--- config.mk ---
export PLATFORM = sky130hd
export DESIGN_NAME = bffa_ctrl
export DESIGN_NICKNAME = d
export VERILOG_FILES = /design/src/sv/bffa_pkg.sv /design/src/sv/bffa_ctrl.sv
export SDC_FILE = /design/constraint.sdc
export NUM_CORES = 1
export LEC_CHECK = 0
export ABC_AREA = 1
export BUFFER_PORTS_ARGS = -buffer_cell sky130_fd_sc_hd__buf_2
export CELL_PAD_IN_SITES_DETAIL_PLACEMENT = 1
export CELL_PAD_IN_SITES_GLOBAL_PLACEMENT = 2
export CORE_ASPECT_RATIO = 0.6
export CORE_MARGIN = 2
export CORE_UTILIZATION = 21
export DETAILED_ROUTE_END_ITERATION = 16
export PLACE_DENSITY_LB_ADDON = 0.1
export SLEW_MARGIN = 20
export SYNTH_ARGS = -nofsm -noshare
export SYNTH_HDL_FRONTEND = slang
export SYNTH_SLANG_ARGS = --single-unit
--- constraint.sdc ---
create_clock -name clk_i -period 1.6 [get_ports clk_i]
set_input_delay 0.4 -clock clk_i [delete_from_list [all_inputs] [get_ports clk_i]]
set_output_delay 0.4 -clock clk_i [all_outputs]
set_load 0.01 [all_outputs]
--- src/sv/bffa_pkg.sv ---
package bffa_pkg;

  localparam int MAX_PAGES   = 8192;
  localparam int NUM_REGIONS = 2;
  localparam int MAX_EXTENTS = 64;

  localparam int PG_W   = $clog2(MAX_PAGES);
  localparam int CNT_W  = PG_W + 1;
  localparam int REG_W  = (NUM_REGIONS > 1) ? $clog2(NUM_REGIONS) : 1;
  localparam int ADDR_W = REG_W + PG_W;
  localparam int PDEPTH = NUM_REGIONS * MAX_PAGES;
  localparam int EXT_AW = (MAX_EXTENTS > 1) ? $clog2(MAX_EXTENTS) : 1;
  localparam int KW     = 7;
  localparam int EXT_W  = PG_W + CNT_W;
  localparam int OWN_W  = 8;
  localparam int CAP_W  = 7;
  localparam int CFG_W  = 14;
  localparam int CFG_IW = 1;

  localparam logic [CFG_W-1:0] PAGES_RST [2] = '{14'd8192, 14'd1024};

  localparam logic [2:0] ST_OK      = 3'd0;
  localparam logic [2:0] ST_INVALID = 3'd1;
  localparam logic [2:0] ST_NOMEM   = 3'd2;
  localparam logic [2:0] ST_CAP     = 3'd3;
  localparam logic [2:0] ST_PERM    = 3'd4;

  localparam logic [1:0] MODE_ALLOC   = 2'd0;
  localparam logic [1:0] MODE_FREE    = 2'd1;
  localparam logic [1:0] MODE_RECLAIM = 2'd2;

  typedef enum logic [4:0] {
    OP_NONE, OP_LATCH, OP_PEND_PUSH, OP_SCAN_INIT, OP_PG_RD, OP_A_EV, OP_G_EV,
    OP_G_REC, OP_GRAM_RD, OP_C_LD, OP_PG_WR_OWN, OP_K_INC, OP_K_ZERO,
    OP_PRAM_RD, OP_F_LD, OP_F_PEV, OP_P_PEV, OP_R_EV, OP_R_INIT, OP_R_NEXT
  } op_e;

  typedef enum logic [1:0] {EC_ZERO, EC_ONE, EC_NEX, EC_BATCH} ec_sel_e;

  typedef struct packed {
    op_e        op;
    logic       idle;
    logic       out_ld;
    logic [2:0] out_st;
    ec_sel_e    ec_sel;
    logic       ext;
    logic       batch_clr;
  } cmd_t;

  typedef struct packed {
    logic [1:0] mode;
    logic       last_ext;
    logic       contig;
    logic       a_bad;
    logic       a_nomem;
    logic       own_zero;
    logic       found;
    logic       scan_end;
    logic       cap_zero;
    logic       rd_zero;
    logic       rd_own;
    logic       in_run;
    logic       g_done;
    logic       got_full;
    logic       nex_gt_cap;
    logic       idx_ge_total;
    logic       k_eq_pcnt;
    logic       f_bad;
    logic       len_one;
    logic       ext_last;
    logic       region_last;
    logic       berr;
    logic       clr_busy;
  } sts_t;

endpackage

--- src/sv/bffa_ctrl.sv ---
module bffa_ctrl import bffa_pkg::*; (
  input  logic clk_i,
  input  logic rst_ni,
  input  logic in_valid_i,
  input  logic out_stall_i,
  input  sts_t sts_i,
  output cmd_t cmd_o,
  output logic in_ready_o,
  output logic out_valid_o
);

  localparam logic [4:0] S_IDLE    = 5'd0;
  localparam logic [4:0] S_DISP    = 5'd1;
  localparam logic [4:0] S_A_RD    = 5'd2;
  localparam logic [4:0] S_A_EV    = 5'd3;
  localparam logic [4:0] S_G_INIT  = 5'd4;
  localparam logic [4:0] S_G_RD    = 5'd5;
  localparam logic [4:0] S_G_EV    = 5'd6;
  localparam logic [4:0] S_G_REC   = 5'd7;
  localparam logic [4:0] S_G_END   = 5'd8;
  localparam logic [4:0] S_C_RD    = 5'd9;
  localparam logic [4:0] S_C_LD    = 5'd10;
  localparam logic [4:0] S_C_WR    = 5'd11;
  localparam logic [4:0] S_C_NEXT  = 5'd12;
  localparam logic [4:0] S_F_START = 5'd13;
  localparam logic [4:0] S_F_RD    = 5'd14;
  localparam logic [4:0] S_F_LD    = 5'd15;
  localparam logic [4:0] S_F_PRD   = 5'd16;
  localparam logic [4:0] S_F_PEV   = 5'd17;
  localparam logic [4:0] S_P_RD    = 5'd18;
  localparam logic [4:0] S_P_LD    = 5'd19;
  localparam logic [4:0] S_P_PRD   = 5'd20;
  localparam logic [4:0] S_P_PEV   = 5'd21;
  localparam logic [4:0] S_R_RD    = 5'd22;
  localparam logic [4:0] S_R_EV    = 5'd23;
  localparam logic [4:0] S_OUT     = 5'd24;

  logic [4:0] state_q, state_d, ret_q, ret_d;

  assign in_ready_o  = (state_q == S_IDLE) && !sts_i.clr_busy;
  assign out_valid_o = (state_q == S_OUT);

  always_comb begin
    cmd_o      = '0;
    cmd_o.op   = OP_NONE;
    cmd_o.idle = (state_q == S_IDLE);
    state_d    = state_q;
    ret_d      = ret_q;
    case (state_q)
      S_IDLE: begin
        if (in_valid_i && in_ready_o) begin
          cmd_o.op = OP_LATCH;
          state_d  = S_DISP;
        end
      end
      S_DISP: begin
        case (sts_i.mode)
          MODE_ALLOC: begin
            if (sts_i.a_bad) begin
              cmd_o.out_ld = 1'b1; cmd_o.out_st = ST_INVALID;
              state_d = S_OUT; ret_d = S_IDLE;
            end else if (sts_i.a_nomem) begin
              cmd_o.out_ld = 1'b1; cmd_o.out_st = ST_NOMEM;
              state_d = S_OUT; ret_d = S_IDLE;
            end else begin
              cmd_o.op = OP_SCAN_INIT;
              state_d  = S_A_RD;
            end
          end
          MODE_FREE: begin
            cmd_o.op = OP_PEND_PUSH;
            state_d  = sts_i.last_ext ? S_F_START : S_IDLE;
          end
          MODE_RECLAIM: begin
            if (sts_i.own_zero) begin
              cmd_o.out_ld = 1'b1; cmd_o.out_st = ST_INVALID;
              state_d = S_OUT; ret_d = S_IDLE;
            end else begin
              cmd_o.op = OP_R_INIT;
              state_d  = S_R_RD;
            end
          end
          default: begin
            cmd_o.out_ld = 1'b1; cmd_o.out_st = ST_INVALID;
            state_d = S_OUT; ret_d = S_IDLE;
          end
        endcase
      end
      S_A_RD: begin
        cmd_o.op = OP_PG_RD;
        state_d  = S_A_EV;
      end
      S_A_EV: begin
        if (sts_i.found && sts_i.cap_zero) begin
          cmd_o.out_ld = 1'b1; cmd_o.out_st = ST_CAP; cmd_o.ec_sel = EC_ONE;
          state_d = S_OUT; ret_d = S_IDLE;
        end else begin
          cmd_o.op = OP_A_EV;
          if (sts_i.found) begin
            state_d = S_C_WR;
          end else if (sts_i.scan_end) begin
            if (sts_i.contig) begin
              cmd_o.out_ld = 1'b1; cmd_o.out_st = ST_CAP;
              state_d = S_OUT; ret_d = S_IDLE;
            end else begin
              state_d = S_G_INIT;
            end
          end else begin
            state_d = S_A_RD;
          end
        end
      end
      S_G_INIT: begin
        cmd_o.op = OP_SCAN_INIT;
        state_d  = S_G_RD;
      end
      S_G_RD: begin
        if (sts_i.idx_ge_total) begin
          state_d = S_G_END;
        end else begin
          cmd_o.op = OP_PG_RD;
          state_d  = S_G_EV;
        end
      end
      S_G_EV: begin
        cmd_o.op = OP_G_EV;
        if (sts_i.rd_zero) begin
          state_d = sts_i.g_done ? S_G_REC : S_G_RD;
        end else begin
          state_d = sts_i.in_run ? S_G_REC : S_G_RD;
        end
      end
      S_G_REC: begin
        cmd_o.op = OP_G_REC;
        state_d  = sts_i.got_full ? S_G_END : S_G_RD;
      end
      S_G_END: begin
        if (!sts_i.got_full) begin
          cmd_o.out_ld = 1'b1; cmd_o.out_st = ST_NOMEM;
          state_d = S_OUT; ret_d = S_IDLE;
        end else if (sts_i.nex_gt_cap) begin
          cmd_o.out_ld = 1'b1; cmd_o.out_st = ST_CAP; cmd_o.ec_sel = EC_NEX;
          state_d = S_OUT; ret_d = S_IDLE;
        end else begin
          cmd_o.op = OP_K_ZERO;
          state_d  = S_C_RD;
        end
      end
      S_C_RD: begin
        cmd_o.op = OP_GRAM_RD;
        state_d  = S_C_LD;
      end
      S_C_LD: begin
        cmd_o.op = OP_C_LD;
        state_d  = S_C_WR;
      end
      S_C_WR: begin
        cmd_o.op = OP_PG_WR_OWN;
        if (sts_i.len_one) begin
          cmd_o.out_ld = 1'b1; cmd_o.out_st = ST_OK;
          cmd_o.ec_sel = EC_NEX; cmd_o.ext = 1'b1;
          state_d = S_OUT;
          ret_d   = sts_i.ext_last ? S_IDLE : S_C_NEXT;
        end
      end
      S_C_NEXT: begin
        cmd_o.op = OP_K_INC;
        state_d  = S_C_RD;
      end
      S_F_START: begin
        if (sts_i.berr || sts_i.own_zero) begin
          cmd_o.out_ld = 1'b1; cmd_o.out_st = ST_INVALID;
          cmd_o.ec_sel = EC_BATCH; cmd_o.batch_clr = 1'b1;
          state_d = S_OUT; ret_d = S_IDLE;
        end else begin
          cmd_o.op = OP_K_ZERO;
          state_d  = S_F_RD;
        end
      end
      S_F_RD: begin
        if (sts_i.k_eq_pcnt) begin
          cmd_o.op = OP_K_ZERO;
          state_d  = S_P_RD;
        end else begin
          cmd_o.op = OP_PRAM_RD;
          state_d  = S_F_LD;
        end
      end
      S_F_LD: begin
        if (sts_i.f_bad) begin
          cmd_o.out_ld = 1'b1; cmd_o.out_st = ST_INVALID;
          cmd_o.ec_sel = EC_BATCH; cmd_o.batch_clr = 1'b1;
          state_d = S_OUT; ret_d = S_IDLE;
        end else begin
          cmd_o.op = OP_F_LD;
          state_d  = S_F_PRD;
        end
      end
      S_F_PRD: begin
        cmd_o.op = OP_PG_RD;
        state_d  = S_F_PEV;
      end
      S_F_PEV: begin
        if (!sts_i.rd_own) begin
          cmd_o.out_ld = 1'b1; cmd_o.out_st = ST_PERM;
          cmd_o.ec_sel = EC_BATCH; cmd_o.batch_clr = 1'b1;
          state_d = S_OUT; ret_d = S_IDLE;
        end else begin
          cmd_o.op = OP_F_PEV;
          state_d  = sts_i.len_one ? S_F_RD : S_F_PRD;
        end
      end
      S_P_RD: begin
        if (sts_i.k_eq_pcnt) begin
          cmd_o.out_ld = 1'b1; cmd_o.out_st = ST_OK;
          cmd_o.ec_sel = EC_BATCH; cmd_o.batch_clr = 1'b1;
          state_d = S_OUT; ret_d = S_IDLE;
        end else begin
          cmd_o.op = OP_PRAM_RD;
          state_d  = S_P_LD;
        end
      end
      S_P_LD: begin
        cmd_o.op = OP_F_LD;
        state_d  = S_P_PRD;
      end
      S_P_PRD: begin
        cmd_o.op = OP_PG_RD;
        state_d  = S_P_PEV;
      end
      S_P_PEV: begin
        cmd_o.op = OP_P_PEV;
        state_d  = sts_i.len_one ? S_P_RD : S_P_PRD;
      end
      S_R_RD: begin
        if (sts_i.idx_ge_total) begin
          if (sts_i.region_last) begin
            cmd_o.out_ld = 1'b1; cmd_o.out_st = ST_OK;
            state_d = S_OUT; ret_d = S_IDLE;
          end else begin
            cmd_o.op = OP_R_NEXT;
          end
        end else begin
          cmd_o.op = OP_PG_RD;
          state_d  = S_R_EV;
        end
      end
      S_R_EV: begin
        cmd_o.op = OP_R_EV;
        state_d  = S_R_RD;
      end
      S_OUT: begin
        if (!out_stall_i) begin
          state_d = ret_q;
        end
      end
      default: begin
        state_d = S_IDLE;
      end
    endcase
  end

  always_ff @(posedge clk_i or negedge rst_ni) begin
    if (!rst_ni) begin
      state_q <= S_IDLE;
      ret_q   <= S_IDLE;
    end else begin
      state_q <= state_d;
      ret_q   <= ret_d;
    end
  end

endmodule

==> key figures <==
Placement
  – Placed cell area: about 2400 µm²
  – Post-place setup slack: -0.463 ns
  – Post-DP HPWL: about 6500 µm
  – Final GP Congestion: 0.906
  – IO Port Bufs: 43

Yosys
  – Post-synthesis sequential area ratio: 11.3%
  – Cell variety after synth: 29
  – Syn Area/Cell: 5.07 µm²
  – Synth top area cells: nand2_1 (23%), nor2_1 (13%), inv_1 (12%)
  – Synth Register Bits: 6
  – Yosys top cell area share: about a quarter
  – Ys Warns: 0
  – Netlist Area Pre-Place: ~1300 µm²
  – Net Count, Synth: around 290
  – Synth area leader: nand2_1
  – Synth Instances: between 200 and 300

Pwr
  – Pwr dens: about 1400 nW/µm²
  – Clock network fraction of total power: about 5.7%
  – LEAKAGE: around 1.7 nW
  – Register share of total power: between 7 and 8%
  – Sw Ratio: 49.3%
  – Internal power: 2.09 mW
  – Sw Pwr: between 2 and 2.5 mW
  – VDD IR max: approximately 0.48 mV
  – Combinational Power Share: 86.8%

Timing
  – Final min period: between 2 and 2.5 ns
  – Final Hold Viols: 0
  – Post-route setup slack: -0.543 ns
  – Setup Skew: about 0.0071 ns
  – Setup violations, final: 21
  – Max Fclk: approximately 470 MHz
  – RSZ-0062 raised after global routing: true
  – Least-Margin Pin Slew: 0.286 ns
  – Rel. slew slack: roughly four fifths
  – Final slew viol count: 0
  – Final Cycle Share: 134%

Routing
  – DR pass1 iterations: 4
  – Final wirelength: approximately 8000 µm
  – Iter 0 DRT Violations: 127
  – Routed WL per cell: about 16 µm
  – Vias per Instance: 4.50
  – Drt drc: 0
  – Final antenna-violating net count: 0
  – Via count: approximately 2300

Outcome
  – Status: finished with violations
  – Failing checks: negative setup slack

GRT
  – Vias in the first global route: 2304
  – GRT overflow: 0
  – Largest net degree at the start of global routing: 7
  – First-pass GRT wire length: between 10000 and 15000 µm
  – Number of antenna violations at the first check in global routing: 0
  – Global Route Usage Sum: 23.1%

Critical path
  – CP max stage delay: between 0.3 and 0.4 ns
  – Required time worst endpoint: roughly 1.2 ns
  – Crit-path cells: buf_4 -> nor2_4 -> buf_4 -> nand2_4 -> clkinv_2 -> nand2_1 -> nand3_1 -> nor2_4 -> nand2_2 -> buf_2
  – Worst R2R Start: state_q[0]$_DFFE_PN0P_
  – Delay-heaviest family, CP: simple AND/OR/NAND/NOR gates
  – Crit Path Class: reg -> out
  – R2R depth: 14
  – R2R setup slack: -0.39 ns
  – RR Endpoint: state_q[0]$_DFFE_PN0P_
  – Critical path's slowest cell: dfrtp_1
  – Critical path capture point type: output pin
  – CP Buf/Inv Count: 4
  – Crit path arrival time: approximately 1.7 ns
  – Startpoint Class: flip-flop
  – Critical path fanouts, max: 6

Clock tree
  – Clock buffer count from CTS: 3
  – Clock Latency Late Sink: 0.23 ns
  – H-tree Lvls: 1
  – Worst-path clk slew: 0.04 ns
  – Root Buffer: clkbuf_8
  – Clock Path Buffers: 2
  – Clk sinks: 6
  – CTS tree: done

Min path
  – Min-delay src: sts_i[3]
  – WHS Endpoint: ret_q[2]$_DFFE_PN0P_
  – Hold path cells: 4
  – Hold WC Path Type: in -> reg

Floorplan
  – Core area: between 6000 and 7000 µm²
  – Die area: between 7000 and 8000 µm²
  – Row count: 22
  – Die Span Y: ~66 µm
  – I/O pin count: 44
  – Die Span X: 107 µm
  – Initial Utilization: 21.7%

Final layout
  – Area growth syn-to-layout: 120%
  – Share of layout cells above drive strength 1: about three fifths
  – Final net count: 449
  – Post-route cell area: approximately 2900 µm²
  – N_diodes: 0
  – Fill cell count: around 840

Flow run
  – Max-Cap Viols: 0
## cells in the mapped netlist
master     number
nor2_4          3
buf_4           1
nand2_1        83
o211a_1         2
o21ai_2         1
nor3_1          2
inv_2           2
o2111ai_1       1
nand2_4         1
mux2i_1         1
o21bai_1        1
nand3_2         1
a31oi_1         1
o211ai_1        2
nand4_1         5
o31ai_1         1
nor3_2          1
o21ai_0        11
dfrtp_1         6
nor2_2          7
nand3_1        25
nand4_4         1
nor2_1         45
nand3b_1        3
clkinv_2        1
inv_1          44
a21oi_1         3
o21ai_1         4
nand2_2         4
## per-stage QoR
| step | hold slack, ns | cells | power [mW] | TNS [ns] | util (%) |
|---|---|---|---|---|---|
| floorplan | 0.104 | 263 | 1.50 | -0.117 | - |
| global placement | 0.236 | 479 | 2.88 | -5.39 | 38.8 |
| detailed placement | 0.236 | 479 | 2.93 | -5.60 | 38.8 |
| CTS | 0.429 | 499 | 3.80 | -8.30 | 45.1 |
| global route | 0.446 | 503 | 4.42 | -10.25 | 47.8 |
| finish | 0.424 | 503 | 4.14 | -8.52 | 47.8 |
## area by class of cell
| cell class | count | area, µm² | area share, % |
|---|---|---|---|
| well taps | 84 | 105 | 3.58 |
| repair buffers | 154 | 1140 | 38.8 |
| flip-flops and latches | 6 | 154 | 5.25 |
| clock buffers | 3 | 41.3 | 1.41 |
| multi-input cells | 209 | 1320 | 44.9 |
| inverters | 47 | 178 | 6.06 |
## sequential cells by signal, summed over array words and instances, names as in the netlist
register / cells
state_q: 5
ret_q: 1
## tightest hold or removal path: cells and delay by family
kind,cells,cell delay (ns)
buf+inv,1,0.07
simple gates,3,0.13
## cell families (layout without fill, tap and decap cells)
family,Yosys count,count (layout),synth area share [%]
buffers and inverters,48,204,13.9
multiplexers,1,1,0.750
AO/OA/AOI/OAI,27,27,12.3
flip-flops,6,6,11.3
AND/OR/NAND/NOR,181,181,61.8
## cells in the final DEF (no fill, tap or decap), types with 3 or more instances in the layout
master    Yosys  routed
nand2_2       4      21
inv_2         2      15
inv_1        44      31
nand4_1       5       5
nand3b_1      3       3
nand3_2       1       6
nand2_1      83      63
nand2_4       1       4
o21ai_2       1       5
buf_4         1      96
nand3_4       0       4
nand3_1      25      16
o21ai_1       4       4
buf_2         0      41
nor2_1       45      28
dfrtp_1       6       3
nor2_2        7      12
o21ai_0      11       5
nor2_4        3      15
buf_6         0      13
dfrtp_2       0       3
clkbuf_8      0       3
## worst max path at each step
stage	from	endpoint	slack [ns]	depth (start not counted)
finish	state_q[4]$_DFFE_PN0P_	cmd_o[7]	-0.54	10
global route	state_q[0]$_DFFE_PN0P_	cmd_o[4]	-0.64	10
CTS	state_q[0]$_DFFE_PN0P_	cmd_o[4]	-0.52	10
detailed placement	state_q[2]$_DFFE_PN0P_	cmd_o[3]	-0.46	9
global placement	state_q[2]$_DFFE_PN0P_	cmd_o[3]	-0.47	9
floorplan	state_q[2]$_DFFE_PN0P_	cmd_o[7]	-0.03	7
## power by group through the flow
stage | Clock [mW] | Combinational (mW) | Sequential (mW)
2_1_floorplan | 0 | 1.20 | 0.304
3_3_place_gp | 0 | 2.59 | 0.292
3_5_place_dp | 0 | 2.63 | 0.295
4_1_cts | 0.239 | 3.26 | 0.307
5_1_grt | 0.251 | 3.85 | 0.318
6_report | 0.235 | 3.59 | 0.310
## metal layers
layer | track usage (%) | up-vias | part of all wire, %
li1 | - | 1151 | -
met1 | 35.7 | 1056 | 52
met2 | 36.7 | 57 | 43
met3 | 2.18 | 2 | 4.9
met4 | 0 | 0 | 0.19
met5 | 0 | - | 0
## what timing repair did
item / in CTS / in global routing
gates resized for setup: 64 / 39
cloned: 0 / 0
endpoints found under the setup margin: 22 / 22
pin swaps: 26 / 17
setup buffers: 18 / 6
hold buffers: 1 / 0
endpoints found under the hold margin: 3 / 0
(Power assumes the default switching activity.)
